### src/rtl/core/utp_pkg.sv
package utp_pkg;

  localparam logic [1:0] MODE_UNDECIDED = 2'd0;
  localparam logic [1:0] MODE_PASS      = 2'd1;
  localparam logic [1:0] MODE_UTF16     = 2'd2;

  localparam logic [15:0] MAX_SHOWN_RESET = 16'd2048;

  localparam logic [7:0] BOM_LO = 8'hFF;
  localparam logic [7:0] BOM_HI = 8'hFE;

  localparam logic [7:0] CHR_TAB   = 8'h09;
  localparam logic [7:0] CHR_LF    = 8'h0A;
  localparam logic [7:0] CHR_CR    = 8'h0D;
  localparam logic [7:0] CHR_SPACE = 8'h20;
  localparam logic [7:0] CHR_DOT   = 8'h2E;

  localparam int FIFO_DEPTH = 4;
  localparam int FIFO_AW    = $clog2(FIFO_DEPTH);

  // One decoded input beat: zero to three text bytes plus end-of-file info.
  typedef struct packed {
    logic [2:0][7:0] data;
    logic [1:0]      count;
    logic            last;
    logic            truncated;
    logic [15:0]     shown;
    logic [31:0]     total;
  } utp_cmd_t;

  function automatic logic [7:0] sanitize(input logic [7:0] b);
    logic [7:0] r;
    r = b;
    if (b == CHR_CR) begin
      r = CHR_SPACE;
    end else if (b < CHR_SPACE && b != CHR_LF && b != CHR_TAB) begin
      r = CHR_DOT;
    end
    return r;
  endfunction

endpackage

### src/rtl/core/utp_front.sv
module utp_front import utp_pkg::*; (
  input  logic        clk,
  input  logic        rst,
  input  logic        cfg_wr_en,
  input  logic [15:0] cfg_wr_data,
  input  logic        in_valid,
  output logic        in_stall,
  input  logic [7:0]  in_byte,
  input  logic        end_of_file,
  input  logic        fifo_full,
  output logic        push,
  output utp_cmd_t    cmd
);

  logic [15:0] max_shown;
  logic [1:0]  mode, mode_next;
  logic [7:0]  held, held_next;
  logic [31:0] position, position_next;
  logic        saw_first, saw_first_next;

  logic        accept;
  logic [31:0] pos_inc;
  logic        in_limit;
  logic        limit_nz;
  logic [15:0] unit;
  logic        over;

  assign in_stall = fifo_full;
  assign accept   = in_valid && !fifo_full;
  assign pos_inc  = (position == 32'hFFFF_FFFF) ? position : position + 32'd1;
  assign in_limit = position < {16'd0, max_shown};
  assign limit_nz = max_shown != 16'd0;
  assign unit     = {in_byte, held};
  assign over     = pos_inc > {16'd0, max_shown};

  always_comb begin
    cmd            = '0;
    mode_next      = mode;
    held_next      = held;
    saw_first_next = saw_first;
    case (mode)
      MODE_UNDECIDED: begin
        if (!saw_first) begin
          if (in_byte == BOM_LO) begin
            saw_first_next = 1'b1;
            held_next      = in_byte;
          end else begin
            mode_next = MODE_PASS;
            if (in_limit) begin
              cmd.data[0] = in_byte;
              cmd.count   = 2'd1;
            end
          end
        end else begin
          saw_first_next = 1'b0;
          if (in_byte == BOM_HI) begin
            mode_next = MODE_UTF16;
          end else begin
            mode_next = MODE_PASS;
            if (limit_nz && in_limit) begin
              cmd.data[0] = held;
              cmd.data[1] = in_byte;
              cmd.count   = 2'd2;
            end else if (limit_nz) begin
              cmd.data[0] = held;
              cmd.count   = 2'd1;
            end else if (in_limit) begin
              cmd.data[0] = in_byte;
              cmd.count   = 2'd1;
            end
          end
        end
      end
      MODE_PASS: begin
        if (in_limit) begin
          cmd.data[0] = in_byte;
          cmd.count   = 2'd1;
        end
      end
      MODE_UTF16: begin
        if (in_limit) begin
          if (position[0]) begin
            if (unit[15:11] == 5'b11011) begin
              cmd.count = 2'd0;  // surrogate half: dropped
            end else if (unit < 16'h0080) begin
              cmd.data[0] = unit[7:0];
              cmd.count   = 2'd1;
            end else if (unit < 16'h0800) begin
              cmd.data[0] = {3'b110, unit[10:6]};
              cmd.data[1] = {2'b10, unit[5:0]};
              cmd.count   = 2'd2;
            end else begin
              cmd.data[0] = {4'b1110, unit[15:12]};
              cmd.data[1] = {2'b10, unit[11:6]};
              cmd.data[2] = {2'b10, unit[5:0]};
              cmd.count   = 2'd3;
            end
          end else begin
            held_next = in_byte;
          end
        end
      end
      default: begin
        cmd.count = 2'd0;
      end
    endcase

    position_next = pos_inc;
    if (end_of_file) begin
      // file ended on a lone leading FF: show it as plain text
      if (mode_next == MODE_UNDECIDED && saw_first_next && limit_nz) begin
        cmd.data[0] = held_next;
        cmd.count   = 2'd1;
      end
      cmd.last      = 1'b1;
      cmd.truncated = over;
      cmd.shown     = over ? max_shown : pos_inc[15:0];
      cmd.total     = pos_inc;
      mode_next      = MODE_UNDECIDED;
      held_next      = '0;
      saw_first_next = 1'b0;
      position_next  = '0;
    end
  end

  assign push = accept && (cmd.count != 2'd0 || end_of_file);

  always_ff @(posedge clk) begin
    if (rst) begin
      max_shown <= MAX_SHOWN_RESET;
    end else if (cfg_wr_en) begin
      max_shown <= cfg_wr_data;
    end
  end

  always_ff @(posedge clk) begin
    if (rst) begin
      mode      <= MODE_UNDECIDED;
      held      <= '0;
      position  <= '0;
      saw_first <= 1'b0;
    end else if (accept) begin
      mode      <= mode_next;
      held      <= held_next;
      position  <= position_next;
      saw_first <= saw_first_next;
    end
  end

endmodule

### src/rtl/core/utp_fifo.sv
module utp_fifo import utp_pkg::*; (
  input  logic     clk,
  input  logic     rst,
  input  logic     push,
  input  utp_cmd_t wr_data,
  input  logic     pop,
  output utp_cmd_t rd_data,
  output logic     full,
  output logic     empty
);

  utp_cmd_t             mem [FIFO_DEPTH];
  logic [FIFO_AW-1:0]   wr_ptr;
  logic [FIFO_AW-1:0]   rd_ptr;
  logic [FIFO_AW:0]     count;

  assign full    = count == (FIFO_AW + 1)'(FIFO_DEPTH);
  assign empty   = count == '0;
  assign rd_data = mem[rd_ptr];

  always_ff @(posedge clk) begin
    if (push) begin
      mem[wr_ptr] <= wr_data;
    end
  end

  always_ff @(posedge clk) begin
    if (rst) begin
      wr_ptr <= '0;
      rd_ptr <= '0;
      count  <= '0;
    end else begin
      if (push) begin
        wr_ptr <= wr_ptr + 1'b1;
      end
      if (pop) begin
        rd_ptr <= rd_ptr + 1'b1;
      end
      if (push && !pop) begin
        count <= count + 1'b1;
      end else if (pop && !push) begin
        count <= count - 1'b1;
      end
    end
  end

  a_count_bound: assert property (@(posedge clk) disable iff (rst)
    count <= (FIFO_AW + 1)'(FIFO_DEPTH))
    else $error("fifo count beyond depth");

  a_no_push_full: assert property (@(posedge clk) disable iff (rst)
    full |-> !push)
    else $error("push into full fifo");

  a_no_pop_empty: assert property (@(posedge clk) disable iff (rst)
    empty |-> !pop)
    else $error("pop from empty fifo");

  a_count_up: assert property (@(posedge clk) disable iff (rst)
    push && !pop |=> count == $past(count) + 1'b1)
    else $error("fifo count did not advance on push");

endmodule

### src/rtl/core/utp_back.sv
module utp_back import utp_pkg::*; (
  input  logic        clk,
  input  logic        rst,
  input  utp_cmd_t    head,
  input  logic        empty,
  output logic        pop,
  output logic        out_valid,
  input  logic        out_stall,
  output logic [7:0]  out_byte,
  output logic        byte_valid,
  output logic        is_last,
  output logic        truncated,
  output logic [15:0] shown_count,
  output logic [31:0] total_count
);

  logic [1:0] idx;
  logic [1:0] last_idx;
  logic       at_last;
  logic       load;
  logic       fire;
  logic       has_byte;

  assign has_byte = head.count != 2'd0;
  assign last_idx = has_byte ? head.count - 2'd1 : 2'd0;
  assign at_last  = idx == last_idx;
  assign load     = !out_valid || !out_stall;
  assign fire     = load && !empty;
  assign pop      = fire && at_last;

  always_ff @(posedge clk) begin
    if (rst) begin
      out_valid <= 1'b0;
      idx       <= '0;
    end else begin
      if (load) begin
        out_valid <= !empty;
      end
      if (fire) begin
        idx <= at_last ? 2'd0 : idx + 2'd1;
      end
    end
  end

  always_ff @(posedge clk) begin
    if (fire) begin
      out_byte    <= has_byte ? sanitize(head.data[idx]) : 8'd0;
      byte_valid  <= has_byte;
      is_last     <= head.last && at_last;
      truncated   <= (head.last && at_last) ? head.truncated : 1'b0;
      shown_count <= (head.last && at_last) ? head.shown : 16'd0;
      total_count <= (head.last && at_last) ? head.total : 32'd0;
    end
  end

endmodule

### src/rtl/core/utf16le_text_preview_transcoder_top.sv
// Text preview transcoder: raw file bytes in, sanitized UTF-8 text bytes out.
//
// Input channel (in_valid / in_stall): one file byte per beat, end_of_file
// set on the final byte. A file opening with FF FE is decoded as UTF-16LE
// (surrogates dropped, odd tail byte dropped); anything else passes through.
// Only the first max_shown bytes produce text. The user must write max_shown
// (cfg_wr_en / cfg_wr_data, reset value 2048) only while idle; not enforced.
//
// Output channel (out_valid / out_stall): one result beat per text byte. The
// final beat of a file carries is_last with shown/total counts; when the last
// input byte yields no text, an extra beat with byte_valid low carries them.
//
// Each command is queued, then registered at the output. The front end
// decodes one byte per cycle into a 4-entry command queue while it is not
// full; the back end drains one result per cycle while out_stall is low, so
// a UTF-16 pair expanding to three bytes costs three output beats.
// Unstalled, plain text sustains one byte per cycle. When the receiver
// stalls, the output register holds, the queue fills, and in_stall rises
// once it is full. Reset empties the queue, drops the output beat and
// returns the decoder to the start of a file.
module utf16le_text_preview_transcoder_top import utp_pkg::*; (
  input  logic        clk,
  input  logic        rst,
  input  logic        cfg_wr_en,
  input  logic [15:0] cfg_wr_data,
  input  logic        in_valid,
  output logic        in_stall,
  input  logic [7:0]  in_byte,
  input  logic        end_of_file,
  output logic        out_valid,
  input  logic        out_stall,
  output logic [7:0]  out_byte,
  output logic        byte_valid,
  output logic        is_last,
  output logic        truncated,
  output logic [15:0] shown_count,
  output logic [31:0] total_count
);

  utp_cmd_t wr_cmd;
  utp_cmd_t head;
  logic     push;
  logic     pop;
  logic     full;
  logic     empty;

  // decode / classify one byte per beat
  utp_front u_front (
    .clk         (clk),
    .rst         (rst),
    .cfg_wr_en   (cfg_wr_en),
    .cfg_wr_data (cfg_wr_data),
    .in_valid    (in_valid),
    .in_stall    (in_stall),
    .in_byte     (in_byte),
    .end_of_file (end_of_file),
    .fifo_full   (full),
    .push        (push),
    .cmd         (wr_cmd)
  );

  // command queue decouples decode from output pacing
  utp_fifo u_fifo (
    .clk     (clk),
    .rst     (rst),
    .push    (push),
    .wr_data (wr_cmd),
    .pop     (pop),
    .rd_data (head),
    .full    (full),
    .empty   (empty)
  );

  // serialize each command into result beats
  utp_back u_back (
    .clk         (clk),
    .rst         (rst),
    .head        (head),
    .empty       (empty),
    .pop         (pop),
    .out_valid   (out_valid),
    .out_stall   (out_stall),
    .out_byte    (out_byte),
    .byte_valid  (byte_valid),
    .is_last     (is_last),
    .truncated   (truncated),
    .shown_count (shown_count),
    .total_count (total_count)
  );

endmodule
### config.mk
export PLATFORM = sky130hd
export DESIGN_NAME = utf16le_text_preview_transcoder_top
export DESIGN_NICKNAME = d
export VERILOG_FILES = /design/src/rtl/core/utp_pkg.sv /design/src/rtl/core/utp_front.sv /design/src/rtl/core/utp_fifo.sv /design/src/rtl/core/utp_back.sv /design/src/rtl/core/utf16le_text_preview_transcoder_top.sv
export SDC_FILE = /design/constraint.sdc
export NUM_CORES = 1
export LEC_CHECK = 0
export BUFFER_PORTS_ARGS = -buffer_cell sky130_fd_sc_hd__buf_2
export CORE_ASPECT_RATIO = 0.9
export CORE_MARGIN = 5
export CORE_UTILIZATION = 65
export DETAILED_ROUTE_END_ITERATION = 8
export GPL_TIMING_DRIVEN = 0
export HOLD_SLACK_MARGIN = 0.12
export PLACE_DENSITY = 0.87
export RECOVER_POWER = 50
export SETUP_SLACK_MARGIN = 0.5
export SLEW_MARGIN = 20
export SYNTH_ARGS = -nofsm -noshare
export SYNTH_HDL_FRONTEND = slang
export SYNTH_SLANG_ARGS = --single-unit
### constraint.sdc
create_clock -name clk -period 10.5 [get_ports clk]
set_input_delay 2.1 -clock clk [delete_from_list [all_inputs] [get_ports clk]]
set_output_delay 2.1 -clock clk [all_outputs]
set_load 0.05 [all_outputs]
== Word level (Yosys, flattened, before mapping) ==
Memory sizes are Yosys's and may differ from the RTL's. A register that Yosys moved wholly into a read port is not among the register bits.
Cells that the tools add are included.

* Memories: 1
* Input port bits: 30
* Output and inout port bits: 61
* Flip-flop bits (word level): 128
* Logic and storage cells: 130
* Bits in writable memories: 304
* ROM bits: 0
* Bits in latches: 0

* Multiply operators: 0
* Divide/modulo/power cells: 0
* Reductions and logical operators: 29
* Order comparisons: 6
* Eq/ne operators: 11
* Multiplexer cells: 57
* Shifts and indexed selects: 0
* Bitwise operators: 1
* Add/sub/neg operators: 7

{| class="wikitable"
|+ Memory list
! memory !! words !! bits a word !! read ports !! clocked after Yosys merged registers in !! wr ports !! RTL line !! source
|-
| u_fifo.mem || 4 || 76 || 1 || 1 || 1 || utp_fifo.sv:12 || <nowiki>utp_cmd_t mem [FIFO_DEPTH];</nowiki>
|}

{| class="wikitable"
|+ Operators by type and width
! cell !! number
|-
| 18-bit 2-to-1 mux || 6
|-
| 8-bit 2-to-1 mux || 10
|-
| 10-bit 2-to-1 mux || 7
|-
| 32-bit 2-to-1 mux || 2
|-
| 60-bit 2-to-1 mux || 1
|-
| 26-bit 2-to-1 mux || 2
|-
| 16-bit 2-to-1 mux || 3
|-
| 32-bit by 1-bit adder with 32-bit output, second input constant || 1
|-
| 32-bit equality test, second input constant || 1
|-
| 32-bit by 16-bit greater-than comparator with 1-bit output || 1
|-
| 32-bit by 16-bit < comparator with 1-bit output || 1
|-
| 8-bit one-hot mux with 2 select lines || 2
|-
| 24-bit 2-to-1 mux || 1
|-
| 8-bit one-hot mux with 3 select lines || 1
|-
| 2-bit 2-to-1 mux || 10
|-
| 8-bit binary-select mux with 2-bit select || 1
|-
| 8-bit equality test, second input constant || 2
|-
| 16-bit by 12-bit < comparator with 1-bit output, second input constant || 1
|-
| 16-bit by 8-bit < comparator with 1-bit output, second input constant || 1
|-
| 8-bit by 4-bit inequality test with 1-bit output, second input constant || 2
|-
| 16-bit nonzero test || 1
|-
| 1-bit logical AND || 12
|-
| 6-bit 2-to-1 mux || 2
|-
| 8-bit by 4-bit equality test with 1-bit output, second input constant || 1
|-
| other kinds (22) || 39
|}

== Longest topological paths before layout ==
Gate-level depths: netlist of the first run.

* Word-level depth: 21
* Mapped depth: 22
* Depth with buffers taken out: 20

== Cells and area by module ==
A second synthesis of the first run with hierarchy kept.

* Cell total of the unflattened synthesis: 1,341
* Area, all modules: 19,411.1 sq um

{| class="wikitable"
|+ Modules (own cells, without submodules)
! module !! area each (sq um) !! seq. area each (sq um) !! cells each !! times used
|-
| utp_fifo || 11,439.7 || 9,308.9 || 441 || 1
|-
| utp_front || 5,318.9 || 1,181.1 || 715 || 1
|-
| utp_back || 2,652.5 || 1,831.8 || 185 || 1
|}

== Worst setup path after synthesis of the first run ==
Ideal clock, no wire load.

* Path kind: input-to-reg
* Start: input in_byte[0]
* End: memory u_fifo.mem[0][0] (netlist name), enable pin
* Cell stages on the path: 9
* Arrival time: 5.171 ns
* Path slack: 4.888 ns
* Buffers on the path: 2
* Data required time: 10.059 ns
* Library setup time: 0.441 ns
* Path through: clkbuf_1 > xor2_1 > nand2_1 > nand2_1 > clkbuf_1 > o21ai_0 > a21oi_1 > a21oi_1 > and2_1

* Longest elaborated chain between the ends: 19
* Elaborated cells on any way between the ends: 35
* Those cells by class: order compare: 2; eq/ne: 2; mux: 25; reduce/logical: 6

{| class="wikitable"
|+ RTL lines
! what !! RTL line !! source
|-
| start: declaration || utf16le_text_preview_transcoder_top.sv:28 || <nowiki>input logic [7:0] in_byte,</nowiki>
|-
| 16-bit by 12-bit < comparator with 1-bit output || utp_front.sv:88 || <nowiki>end else if (unit < 16'h0800) begin</nowiki>
|-
| 16-bit 2-to-1 mux || utp_front.sv:88 ||
|-
| 18-bit 2-to-1 mux || utp_front.sv:85 || <nowiki>end else if (unit < 16'h0080) begin</nowiki>
|-
| 18-bit 2-to-1 mux || utp_front.sv:83 || <nowiki>if (unit[15:11] == 5'b11011) begin</nowiki>
|-
| 18-bit 2-to-1 mux || utp_front.sv:82 || <nowiki>if (position[0]) begin</nowiki>
|-
| 18-bit 2-to-1 mux || utp_front.sv:81 || <nowiki>if (in_limit) begin</nowiki>
|-
| 18-bit 2-to-1 mux || utp_front.sv:41 || <nowiki>case (mode)</nowiki>
|-
| 10-bit 2-to-1 mux || utp_front.sv:85 ||
|-
| [... 4 more ...] || -- ||
|-
| 10-bit 2-to-1 mux || utp_front.sv:111 || <nowiki>if (mode_next == MODE_UNDECIDED && saw_first_next && limit_nz) begin</nowiki>
|-
| 60-bit 2-to-1 mux (*) || utp_front.sv:109 || <nowiki>if (end_of_file) begin</nowiki>
|-
| 2-bit nonzero test (*) || utp_front.sv:126 || <nowiki>assign push = accept && (cmd.count != 2'd0 || end_of_file);</nowiki>
|-
| 1-bit logical OR (*) || utp_front.sv:126 ||
|-
| 1-bit logical AND (*) || utp_front.sv:126 ||
|-
| net push || utf16le_text_preview_transcoder_top.sv:42 || <nowiki>logic push;</nowiki>
|-
| 1-bit 2-to-1 mux (*) || utp_fifo.sv:22 || <nowiki>if (push) begin</nowiki>
|-
| 1-bit 2-to-1 mux (not written as such) (*) || utp_fifo.sv:23 || <nowiki>mem[wr_ptr] <= wr_data;</nowiki>
|-
| end: declaration || utp_fifo.sv:12 ||
|}

The timed path passes the listed nets; every way through them passes the cells marked *. The select of a mux whose other input is x is not followed.

== Final worst setup path of the first run ==
* Start: register u_front.max_shown[15]
* End: register u_fifo.count[2]

* Longest elaborated chain between the ends: 15
* Elaborated cells on any way between the ends: 22
* Those cells by class: order compare: 1; mux: 11; reduce/logical: 10

{| class="wikitable"
|+ RTL lines
! what !! RTL line !! source
|-
| start: declaration || utp_front.sv:15 || <nowiki>logic [15:0] max_shown;</nowiki>
|-
| start signal: assignment || utp_front.sv:132 || <nowiki>max_shown <= cfg_wr_data;</nowiki>
|-
| 32-bit by 16-bit < comparator with 1-bit output || utp_front.sv:31 || <nowiki>assign in_limit = position < {16'd0, max_shown};</nowiki>
|-
| 10-bit 2-to-1 mux || utp_front.sv:49, utp_front.sv:67, utp_front.sv:75 ||
|-
| 10-bit 2-to-1 mux || utp_front.sv:64 || <nowiki>end else if (limit_nz) begin</nowiki>
|-
| 10-bit 2-to-1 mux || utp_front.sv:60 || <nowiki>if (limit_nz && in_limit) begin</nowiki>
|-
| 18-bit 2-to-1 mux || utp_front.sv:56 || <nowiki>if (in_byte == BOM_HI) begin</nowiki>
|-
| 10-bit 2-to-1 mux || utp_front.sv:43 || <nowiki>if (!saw_first) begin</nowiki>
|-
| 2-bit one-hot mux with 3 select lines || utp_front.sv:41 ||
|-
| 10-bit 2-to-1 mux || utp_front.sv:111 ||
|-
| 60-bit 2-to-1 mux (*) || utp_front.sv:109 ||
|-
| 2-bit nonzero test (*) || utp_front.sv:126 ||
|-
| 1-bit logical OR (*) || utp_front.sv:126 ||
|-
| 1-bit logical AND (*) || utp_front.sv:126 ||
|-
| net push || utf16le_text_preview_transcoder_top.sv:42 ||
|-
| 1-bit zero test || utp_fifo.sv:41 || <nowiki>end else if (pop && !push) begin</nowiki>
|-
| 1-bit logical AND || utp_fifo.sv:41 ||
|-
| 2-bit nonzero test (no source line) || -- ||
|-
| end signal: assignment || utp_fifo.sv:40 || <nowiki>count <= count + 1'b1;</nowiki>
|-
| end signal: assignment || utp_fifo.sv:42 || <nowiki>count <= count - 1'b1;</nowiki>
|-
| end: declaration || utp_fifo.sv:15 || <nowiki>logic [FIFO_AW:0] count;</nowiki>
|}

The timed path passes the listed nets; every way through them passes the cells marked *.
A chain may end at the register's enable or synchronous reset.

==> results.yml, run 1 <==
status:
  status: "finished, violations left"
  failed_checks: "max-capacitance violations, max-slew violations"
clock_tree:
  clk_latency_ns: 0.55
  cts_tree: "built"
  clock-sinks: 430
  clock_path_buffers: 3
  ctsResizeCount: 0
  numCtsBuffers: 41
  ctsHoldBuffers: 0
  cts_root_buffer: "clkbuf_16"
  cts_setup_buffers: 0
  clk_pin_slew_ns: 0.06
  h-tree-depth: 2
route:
  finalWirelength_um: 45150
  wl_met2_um: 21500
  wl_per_cell_um: 23.48
  drtAntennaViolNets: 0
  drc: 0
  wirelength_met1_um: 18140
  wl_met3_um: 4309
  num_vias: 12450
  drt_first_pass_iters: 5
  viasPerCell: 6.472
  dr.max_layer_used: "met4"
  drt_iter0_drc: 1495
cells_and_area:
  fillers: 1868
  fin_cells: 1923
  n_antenna_cell: 0
  final_layout_size_suffix_gt1_frac: 0.1244
  layout.nets: 1563
  area_growth_pct: 12.17
synthesis:
  synth.area.top_cells: "edfxtp_1, mux4_2, dfxtp_1, ha_1, nor2_1"
  syn_inst: 1360
  ys_top_cells_by_count: "edfxtp_1, nor2_1, nand2_1"
  yosysWarningCount: 0
  yosysSeqAreaShare: 0.6404
  synth_edf_count: 359
  syn_area_mm2: 0.01905
  synth_cell_types: 62
  yosysMostFrequentCell: "edfxtp_1"
  syn-num-nets: 1429
  yosys.area.top_type: "edfxtp_1"
  async_flop_share: 0
  synth-seq-cells: 430
  syn_avg_cell_area_um2: 14.01
  ys.flop_type: "edfxtp_1"
  synth_top_area_frac: 0.5658
floorplanning:
  start_util: 0.6585
  die_y_um: 172.4
  die_x_um: 190.5
  core_area_mm2: 0.02894
  row_count: 59
  io_pins: 91
  die-area_mm2: 0.03284
place:
  dp_hpwl_um: 30720
  gp_congestion: 0.9394
  port_buffers: 85
  pre_cts_ws_ns: 5.006
  placed_cells: 1847
run:
  drv_cap: 1
timing:
  finalSetupTns_ns: 0
  hold_violations: 0
  fin_crit_sh: 0.5437
  setup_violations: 0
  hold_slack_ns: 0.4718
  rsz0062_at_grt: "false"
  slew_headroom: -0.5374
  fin_ws_ns: 4.791
  drv_slew: 41
  finClkSkew_ns: 0.02276
  max_freq_ghz: 0.1752
  period_needed_ns: 5.709
  worstMarginPinSlew_ns: 2.306
critical_path:
  endpoint_kind: "flop"
  path_max_fanout: 10
  cp.required_ns: 10.97
  crit_start: "u_front.max_shown[15]"
  reg2reg_depth: 22
  reg2reg_from: "u_front.max_shown[15]"
  cp_data_arrival_time_ns: 6.18
  worstSetupPathType: "flop to flop"
  start_kind: "flop"
power_and_ir_drop:
  switching_power_mw: 1.726
  power.leakage_nw: 7.823
  seqPwrFrac: 0.438
  vdd_ir_drop_max_mv: 0.1579
  comb_power_share: 0.276
  powerDensity_mw_per_mm2: 240.9
  p_int_mw: 3.422
  clkPwrFrac: 0.286
  p_sw_frac: 0.3354
global_route:
  grt.overflow.total: 0
  track_usage: 0.2797
  grt_pass1_wl_um: 70520
  grt_pass1_vias: 12450
  antenna_found_initial: 1
  grt_max_degree: 49
worst_hold_path:
  hold_depth: 2
  worstHoldStart: "u_back.out_valid"
  hold_class: "flop to flop"
[power groups by stage]
stage	Clock, mW	Combinational, mW	Sequential (mW)
floorplan	0	0.629	2.70
global placement	0	1.38	2.29
detailed placement	0	1.46	2.28
CTS	1.48	1.47	2.25
global route	1.56	1.51	2.28
finish	1.47	1.42	2.26
[worst max-delay path, stage by stage, from the launching register on]
cell      delay [ns]
dfxtp_1         0.45
inv_1           0.10
ha_1            0.31
a211oi_1        0.23
o211ai_1        0.11
nor2_1          0.20
o221a_2         0.26
o21a_1          0.12
clkbuf_1        0.35
clkbuf_1        0.45
ha_1            0.28
nand3_1         0.17
nor2_1          0.50
nor2_1          0.07
o21ai_0         0.15
a21oi_1         0.12
a21oi_1         0.39
ha_1            0.27
inv_1           0.06
fa_1            0.37
xor2_1          0.18
or3_1           0.30
a21oi_1         0.14
[final timing paths]
path | to | slack [ns]
worst max register to register | u_fifo.count[2] | 4.79
worst min register to register | u_back.out_valid | 0.47
worst min-delay path | u_back.out_valid | 0.47
worst max-delay path | u_fifo.count[2] | 4.79
[state kept, by name (all words and copies together), names as in the netlist, 2 cells and up, named ones only]
name                cells
u_back.idx              2
u_back.out_byte         8
u_fifo.mem            300
u_front.mode            2
u_fifo.count            3
u_front.position       32
u_back.shown_count     16
u_front.held            8
u_back.total_count     32
u_fifo.rd_ptr           2
u_fifo.wr_ptr           2
u_front.max_shown      16
[cell usage in the layout (no fill, tap or decap), types with 5 or more instances in the layout]
cell | synthesis | routed
nor2_1 | 112 | 112
nand2b_1 | 8 | 8
a31oi_1 | 8 | 8
o211a_1 | 10 | 10
dfxtp_1 | 71 | 71
edfxtp_1 | 359 | 359
a21oi_1 | 46 | 46
and3_1 | 57 | 57
ha_1 | 38 | 38
mux2_2 | 5 | 5
a21o_1 | 13 | 13
nand4_1 | 16 | 16
xor2_1 | 12 | 12
clkbuf_1 | 60 | 148
mux4_2 | 75 | 75
a2111o_1 | 8 | 8
nor4_1 | 14 | 14
clkinv_1 | 1 | 9
and2_0 | 0 | 23
a22oi_1 | 23 | 23
nor2b_1 | 7 | 7
inv_1 | 56 | 55
and2_1 | 34 | 7
nor3_1 | 19 | 19
a221o_1 | 5 | 5
clkbuf_16 | 0 | 41
mux2i_1 | 38 | 38
nand3_1 | 31 | 31
nand2_1 | 87 | 87
buf_2 | 13 | 30
xnor2_1 | 23 | 23
o211ai_1 | 6 | 6
or3_1 | 8 | 8
and4_1 | 7 | 7
o21ai_0 | 37 | 37
[per-stage QoR]
stage | total power, mW | cell area, µm² | utilization
3_5_place_dp | 3.739 | 20140 | 0.6958
3_3_place_gp | 3.673 | 19980 | 0.6903
6_report | 5.148 | 21370 | 0.7386
5_1_grt | 5.344 | 21370 | 0.7386
4_1_cts | 5.202 | 21480 | 0.7421
2_1_floorplan | 3.333 | 19050 | -
[layout make-up]
type                       count  area, µm²  area share
clock buffer                  57       1126     0.05269
clock inverter                19      214.0     0.01001
buffer                        84      339.1     0.01586
multi-input combinational    789       6312      0.2953
timing repair buffer          91      469.2     0.02195
inverter                      57      215.2     0.01007
sequential                   430      12200      0.5709
tap                          396      495.5     0.02318
[per-layer routing]
layer,vias up,global-route usage
met2,703,0.4522
met5,-,0
li1,5450,-
met3,93,0.04582
met4,0,0.08024
met1,6199,0.4036
[cells by family (layout without fill, tap and decap cells)]
family,Yosys count,in the layout,share of synthesized area
AND/OR/NAND/NOR,418,418,0.1127
XOR/XNOR,35,35,0.01609
multiplexers,118,118,0.1116
buffers and inverters,141,308,0.02922
flip-flops,430,430,0.6404
adder cells (fa/ha/maj),39,39,0.02600
AO/OA/AOI/OAI,179,179,0.06409
(Power assumes the default switching activity.)
==> run 2: changes to the inputs <==
Settings changed: ABC_AREA from default to 1, CORE_UTILIZATION 65 to 56, PLACE_DENSITY 0.87 to 0.8.
Clock period 10.5 ns to 4.9 ns, I/O delays scaled along.
==> run 2 against run 1 <==
The flow now finishes without violations. Synthesized cell count increased by 46%. Total power is 130% higher. Area after synthesis rose by 2.3%. Clock power is 120% higher. First-iteration DRC count increased by 24%. Via count grew 24%. Sequential power is 110% higher. Sequential share of layout area down 2.3 points. Combinational power rose to 2.7 times the previous value. Final area rose by 4.2%. Critical endpoint is now u_fifo.mem[2][47]. Largest power group unchanged.
==> results.yml, run 2 <==
synthesis:
  synth_edf_count: 359
  yosysMostFrequentCell: "nor2_1"
  yosysWarningCount: 0
  synth-seq-cells: 430
  synth_top_area_frac: 0.5532
  synth.area.top_cells: "edfxtp_1, nor2_1, dfxtp_1, nand2_1, o21ai_0"
  syn_area_mm2: 0.01949
  yosysSeqAreaShare: 0.6261
  synth_cell_types: 44
  ys_top_cells_by_count: "nor2_1, edfxtp_1, nand2_1"
  syn_avg_cell_area_um2: 9.798
  ys.flop_type: "edfxtp_1"
  yosys.area.top_type: "edfxtp_1"
  async_flop_share: 0
  syn-num-nets: 2058
  syn_inst: 1989
timing:
  worstMarginPinSlew_ns: 1.116
  fin_ws_ns: 0.4305
  max_freq_ghz: 0.2237
  finClkSkew_ns: 0.02208
  setup_violations: 0
  hold_slack_ns: 0.4649
  rsz0062_at_grt: "false"
  slew_headroom: 0.2484
  period_needed_ns: 4.470
  fin_crit_sh: 0.9122
  drv_slew: 0
  hold_violations: 0
cells_and_area:
  mostFrequentLayoutCells: "nor2_1, edfxtp_1, nand2_1, o21ai_0"
  fin_cells: 2638
  largest-register: "u_fifo.mem"
  fin_util: 0.6514
  final_layout_size_suffix_gt1_frac: 0.07904
  largest_reg_flops: 300
  n_antenna_cell: 0
  design_area_mm2: 0.02227
  layout.nets: 2212
  top_regs: "u_fifo.mem x300, u_back.total_count x32, u_front.position x32"
  final_common_cell: "nor2_1"
  area_growth_pct: 14.30
clock_tree:
  h-tree-depth: 2
  clock_path_buffers: 3
  numCtsBuffers: 42
  clock-sinks: 430
  cts_tree: "built"
  ctsHoldBuffers: 0
  clk_pin_slew_ns: 0.06
  clk_latency_ns: 0.55
  cts_root_buffer: "clkbuf_16"
floorplanning:
  row_count: 64
  die_y_um: 187.0
  start_util: 0.5699
  die_x_um: 206.6
  io_pins: 91
  die-area_mm2: 0.03863
  core_area_mm2: 0.03419
global_route:
  grt.overflow.total: 0
  grt_max_degree: 63
  grt_pass1_wl_um: 82840
  antenna_found_initial: 0
  grt_pass1_vias: 14680
  track_usage: 0.2763
power_and_ir_drop:
  powerDensity_mw_per_mm2: 533.8
  vdd_ir_drop_max_mv: 0.4236
  power.leakage_nw: 8.170
route:
  drtAntennaViolNets: 0
  wl_per_cell_um: 20.56
  viasPerCell: 5.867
  drc: 0
  finalWirelength_um: 54230
  drt_first_pass_iters: 6
  drt_iter0_drc: 1861
  num_vias: 15480
critical_path:
  endpoint_kind: "flop"
  start_kind: "flop"
  path_common_cell: "nand2_1"
  cp.required_ns: 5.21
  path_buf_inv: 4
  cp_top_family: "simple AND/OR/NAND/NOR gates"
  crit_chain: "ha_2 -> inv_1 -> nor2_4 -> nand2_2 -> nor2_4 -> nand3_2 -> clkbuf_1 -> buf_2 -> nand2_1 -> ha_1 -> nand2_1 -> nor3_1 -> nand3_1 -> nand2_1 -> nand3_1 -> nor2_2 -> nand3_4 -> buf_6 -> nand2_1 -> nand2_1 -> nor2_1"
  worstSetupPathType: "flop to flop"
  max_stage_delay_ns: 0.53
  path_max_fanout: 10
  cp_data_arrival_time_ns: 4.78
  slowest_stage: "clkbuf_1"
run:
  drv_cap: 0
place:
  placed_area_mm2: 0.02084
  pre_cts_ws_ns: 0.03485
  port_buffers: 89
  gp_congestion: 0.9678
  placed_cells: 2553
  dp_hpwl_um: 37550
worst_hold_path:
  hold_class: "flop to flop"
status:
  status: "completed"
## run 2: cell count changes in the layout (fill, tap and decap cells not counted), moves of 57 or more
cell     previous run  this run
and3_1             57         0
nand2_1            87       342
mux4_2             75         0
inv_1              55       139
nor2_1            112       384
o21ai_0            37       183
a21oi_1            46       142
## run 2: final timing paths
kind	start	to	slack, ns	cells after the start
worst max register to register	u_front.position[0]	u_fifo.mem[2][47]	0.43	21
worst max-delay path	u_front.position[0]	u_fifo.mem[2][47]	0.43	21
worst min register to register	u_front.held[4]	u_front.held[4]	0.46	2
worst min-delay path	u_front.held[4]	u_front.held[4]	0.46	2
## run 2: tightest hold or removal path, stage by stage, from the launching register on
cell	delay (ns)
dfxtp_1	0.31
nand2_1	0.06
a21oi_1	0.05
## run 2: what timing repair did
item / CTS / global route
pin swaps: 4 / 1
hold endpoints to repair: 0 / 0
resized for setup: 9 / 19
endpoints found under the setup margin: 293 / 236
buffers inserted: 7 / 1
## run 2: logic make-up after synthesis
kind of cell	Yosys count	share of synthesized area
AND/OR/NAND/NOR	887	0.1877
flip-flops	430	0.6261
AO/OA/AOI/OAI	387	0.1073
buffers and inverters	230	0.04591
adder cells (fa/ha/maj)	39	0.02543
XOR/XNOR	16	0.007577
## run 2: final cells by class
class / count / area (µm²)
clock buffers: 52 / 1110
inverters: 143 / 539.3
multi-input cells: 1329 / 6465
fillers: 2612 / 11920
flip-flops and latches: 430 / 12200
well taps: 462 / 578.1
plain buffers: 87 / 355.3
repair buffers: 110 / 747.0
clock inverters: 25 / 275.3
## run 2: stage by stage
stage                     total power [mW]  setup TNS, ns
after floorplan                      7.512              0
after detailed placement             8.693              0
after global routing                 12.43              0
after CTS                            11.94              0
final                                11.89              0
after global placement               8.539        -694.09
## run 2: report_power, final
group	total (mW)	internal (mW)	switching, mW
clock network	3.25	1.88	1.36
logic	3.83	0.818	3.01
registers	4.82	4.68	0.135
## run 2: routing by layer
layer  share of wire  routed length, µm  vias up  track usage
met2            0.46              24980      864       0.4302
met3            0.11               5751      119      0.04300
met5               0                  0        -            0
met4           0.028               1538        0      0.08291
li1                -                  -     7128            -
met1            0.40              21950     7367       0.4049
==> run 3: changes to the inputs <==
Settings changed: ABC_AREA 1 to default, CORE_UTILIZATION 56 to 55, PLACE_DENSITY 0.8 to 0.78.
==> run 3 against run 2 <==
The run now ends with max-capacitance violations, max-slew violations left. Clock skew rose by 0.0070 ns. Register-to-register slack got worse by 0.09 ns. Total power fell by 5.5%. Flip-flop and latch count did not move. Critical path type unchanged. Largest cell class unchanged.
==> results.yml, run 3 (same netlist as run 1, synthesis figures left out) <==
status:
  status: "finished, violations left"
  failed_checks: "max-capacitance violations, max-slew violations"
place:
  dp_hpwl_um: 31350
  gp_congestion: 0.9900
  port_buffers: 85
  placed_area_mm2: 0.02023
cells_and_area:
  design_area_mm2: 0.02236
  fillers: 2398
  top_regs: "u_fifo.mem x300, u_back.total_count x32, u_front.position x32"
  layout.nets: 1613
  regArea_mm2: 0.01224
  mostFrequentLayoutCells: "edfxtp_1, clkbuf_1, nor2_1, nand2_1, mux4_2"
  multi_input_area_mm2: 0.006641
  final_common_cell: "edfxtp_1"
  area_growth_pct: 17.35
  fin_util: 0.6555
  n_antenna_cell: 0
  final_layout_size_suffix_gt1_frac: 0.1857
  largest-register: "u_fifo.mem"
  largest_reg_flops: 300
route:
  num_vias: 12670
  viasPerCell: 6.210
  finalWirelength_um: 49110
  wl_per_cell_um: 24.07
  drc: 0
  drt_iter0_drc: 1504
  drt_first_pass_iters: 5
  drtAntennaViolNets: 0
critical_path:
  cp.required_ns: 5.24
  path_max_fanout: 6
  worstSetupPathType: "flop to flop"
  reg2reg_depth: 20
  cp_data_arrival_time_ns: 4.91
  start_kind: "flop"
  endpoint_kind: "flop"
clock_tree:
  numCtsBuffers: 43
  clock_path_buffers: 3
  cts_root_buffer: "clkbuf_16"
  clock-sinks: 430
  clk_pin_slew_ns: 0.06
  clk_latency_ns: 0.56
  ctsHoldBuffers: 0
  cts_tree: "built"
  h-tree-depth: 2
global_route:
  grt_pass1_wl_um: 74180
  grt_max_degree: 60
  track_usage: 0.2504
  grt_pass1_vias: 12390
  grt.overflow.total: 0
  antenna_found_initial: 2
power_and_ir_drop:
  vdd_ir_drop_max_mv: 0.2848
  total_power_mw: 11.23
  power.leakage_nw: 8.186
  powerDensity_mw_per_mm2: 502.4
floorplanning:
  die-area_mm2: 0.03847
  core_area_mm2: 0.03411
  start_util: 0.5586
  io_pins: 91
  row_count: 64
  die_x_um: 206.2
  die_y_um: 186.6
timing:
  setup_violations: 0
  worstMarginPinSlew_ns: 3.200
  rsz0062_at_grt: "true"
  drv_slew: 60
  period_needed_ns: 4.563
  slew_headroom: -1.133
  max_freq_ghz: 0.2192
  hold_violations: 0
  finClkSkew_ns: 0.02911
  finalSetupTns_ns: 0
  fin_crit_sh: 0.9312
run:
  drv_cap: 1
worst_hold_path:
  hold_depth: 2
  hold_class: "flop to flop"
==> run 3: worst max-delay path, cell delays in order (launching register included) <==
cell	delay (ns)
dfxtp_1	0.38
ha_4	0.15
nand2_1	0.08
or4_4	0.51
nor3_1	0.27
buf_6	0.20
buf_6	0.11
nor4_4	0.04
buf_4	0.15
xor2_1	0.18
ha_4	0.30
and4_1	0.20
or3b_4	0.40
a21o_1	0.19
o211ai_1	0.15
o21a_1	0.21
nor3_2	0.07
nand3_4	0.14
buf_12	0.12
buf_12	0.14
mux2i_2	0.35
==> run 3: area by class of cell <==
| type | count | area share |
|---|---|---|
| sequential | 430 | 0.5473 |
| multi-input combinational | 793 | 0.2970 |
| clock buffer | 62 | 0.05540 |
| timing repair buffer | 135 | 0.03771 |
| tap | 462 | 0.02585 |
| buffer | 84 | 0.01830 |
| inverter | 57 | 0.009625 |
| clock inverter | 17 | 0.008785 |
==> run 3: path summary, 6_finish.rpt <==
| path | slack (ns) | startpoint | endpoint |
|---|---|---|---|
| worst min register to register | 0.53 | u_front.max_shown[5] | u_front.max_shown[5] |
| worst max register to register | 0.34 | u_front.position[0] | u_fifo.mem[0][40] |
| worst min-delay path | 0.53 | u_front.max_shown[5] | u_front.max_shown[5] |
| worst max-delay path | 0.34 | u_front.position[0] | u_fifo.mem[0][40] |
==> run 3: layer usage <==
metal | vias up | part of all wire | GRT usage
met5 | - | 0.00014 | 0
met2 | 696 | 0.47 | 0.3934
met1 | 6317 | 0.40 | 0.3698
met4 | 2 | 0.030 | 0.07216
met3 | 77 | 0.092 | 0.03610
li1 | 5576 | - | -
==> run 3: through the flow <==
step	setup WS (ns)	std cells	hold WS, ns
after detailed placement	-0.5539	1913	0.5109
after CTS	0.5033	2020	0.5286
after global placement	-1.202	1907	0.4827
after global routing	0.2100	2040	0.5563
final	0.3371	2040	0.5321
after floorplan	0.4290	1360	0.4669
==> run 3: timing repair <==
| item | 4_1_cts | 5_1_grt |
|---|---|---|
| endpoints found under the hold margin | 0 | 0 |
| pin swaps | 28 | 20 |
| buffers inserted | 23 | 20 |
| gates resized for setup | 78 | 56 |
| setup endpoints to repair | 371 | 256 |
| cloned | 5 | 0 |
==> run 3: power breakdown <==
part	total [mW]	switching, mW	internal, mW
combinational	3.08	2.23	0.848
clock	3.30	1.37	1.93
sequential	4.85	0.171	4.68
total	11.2	3.78	7.46
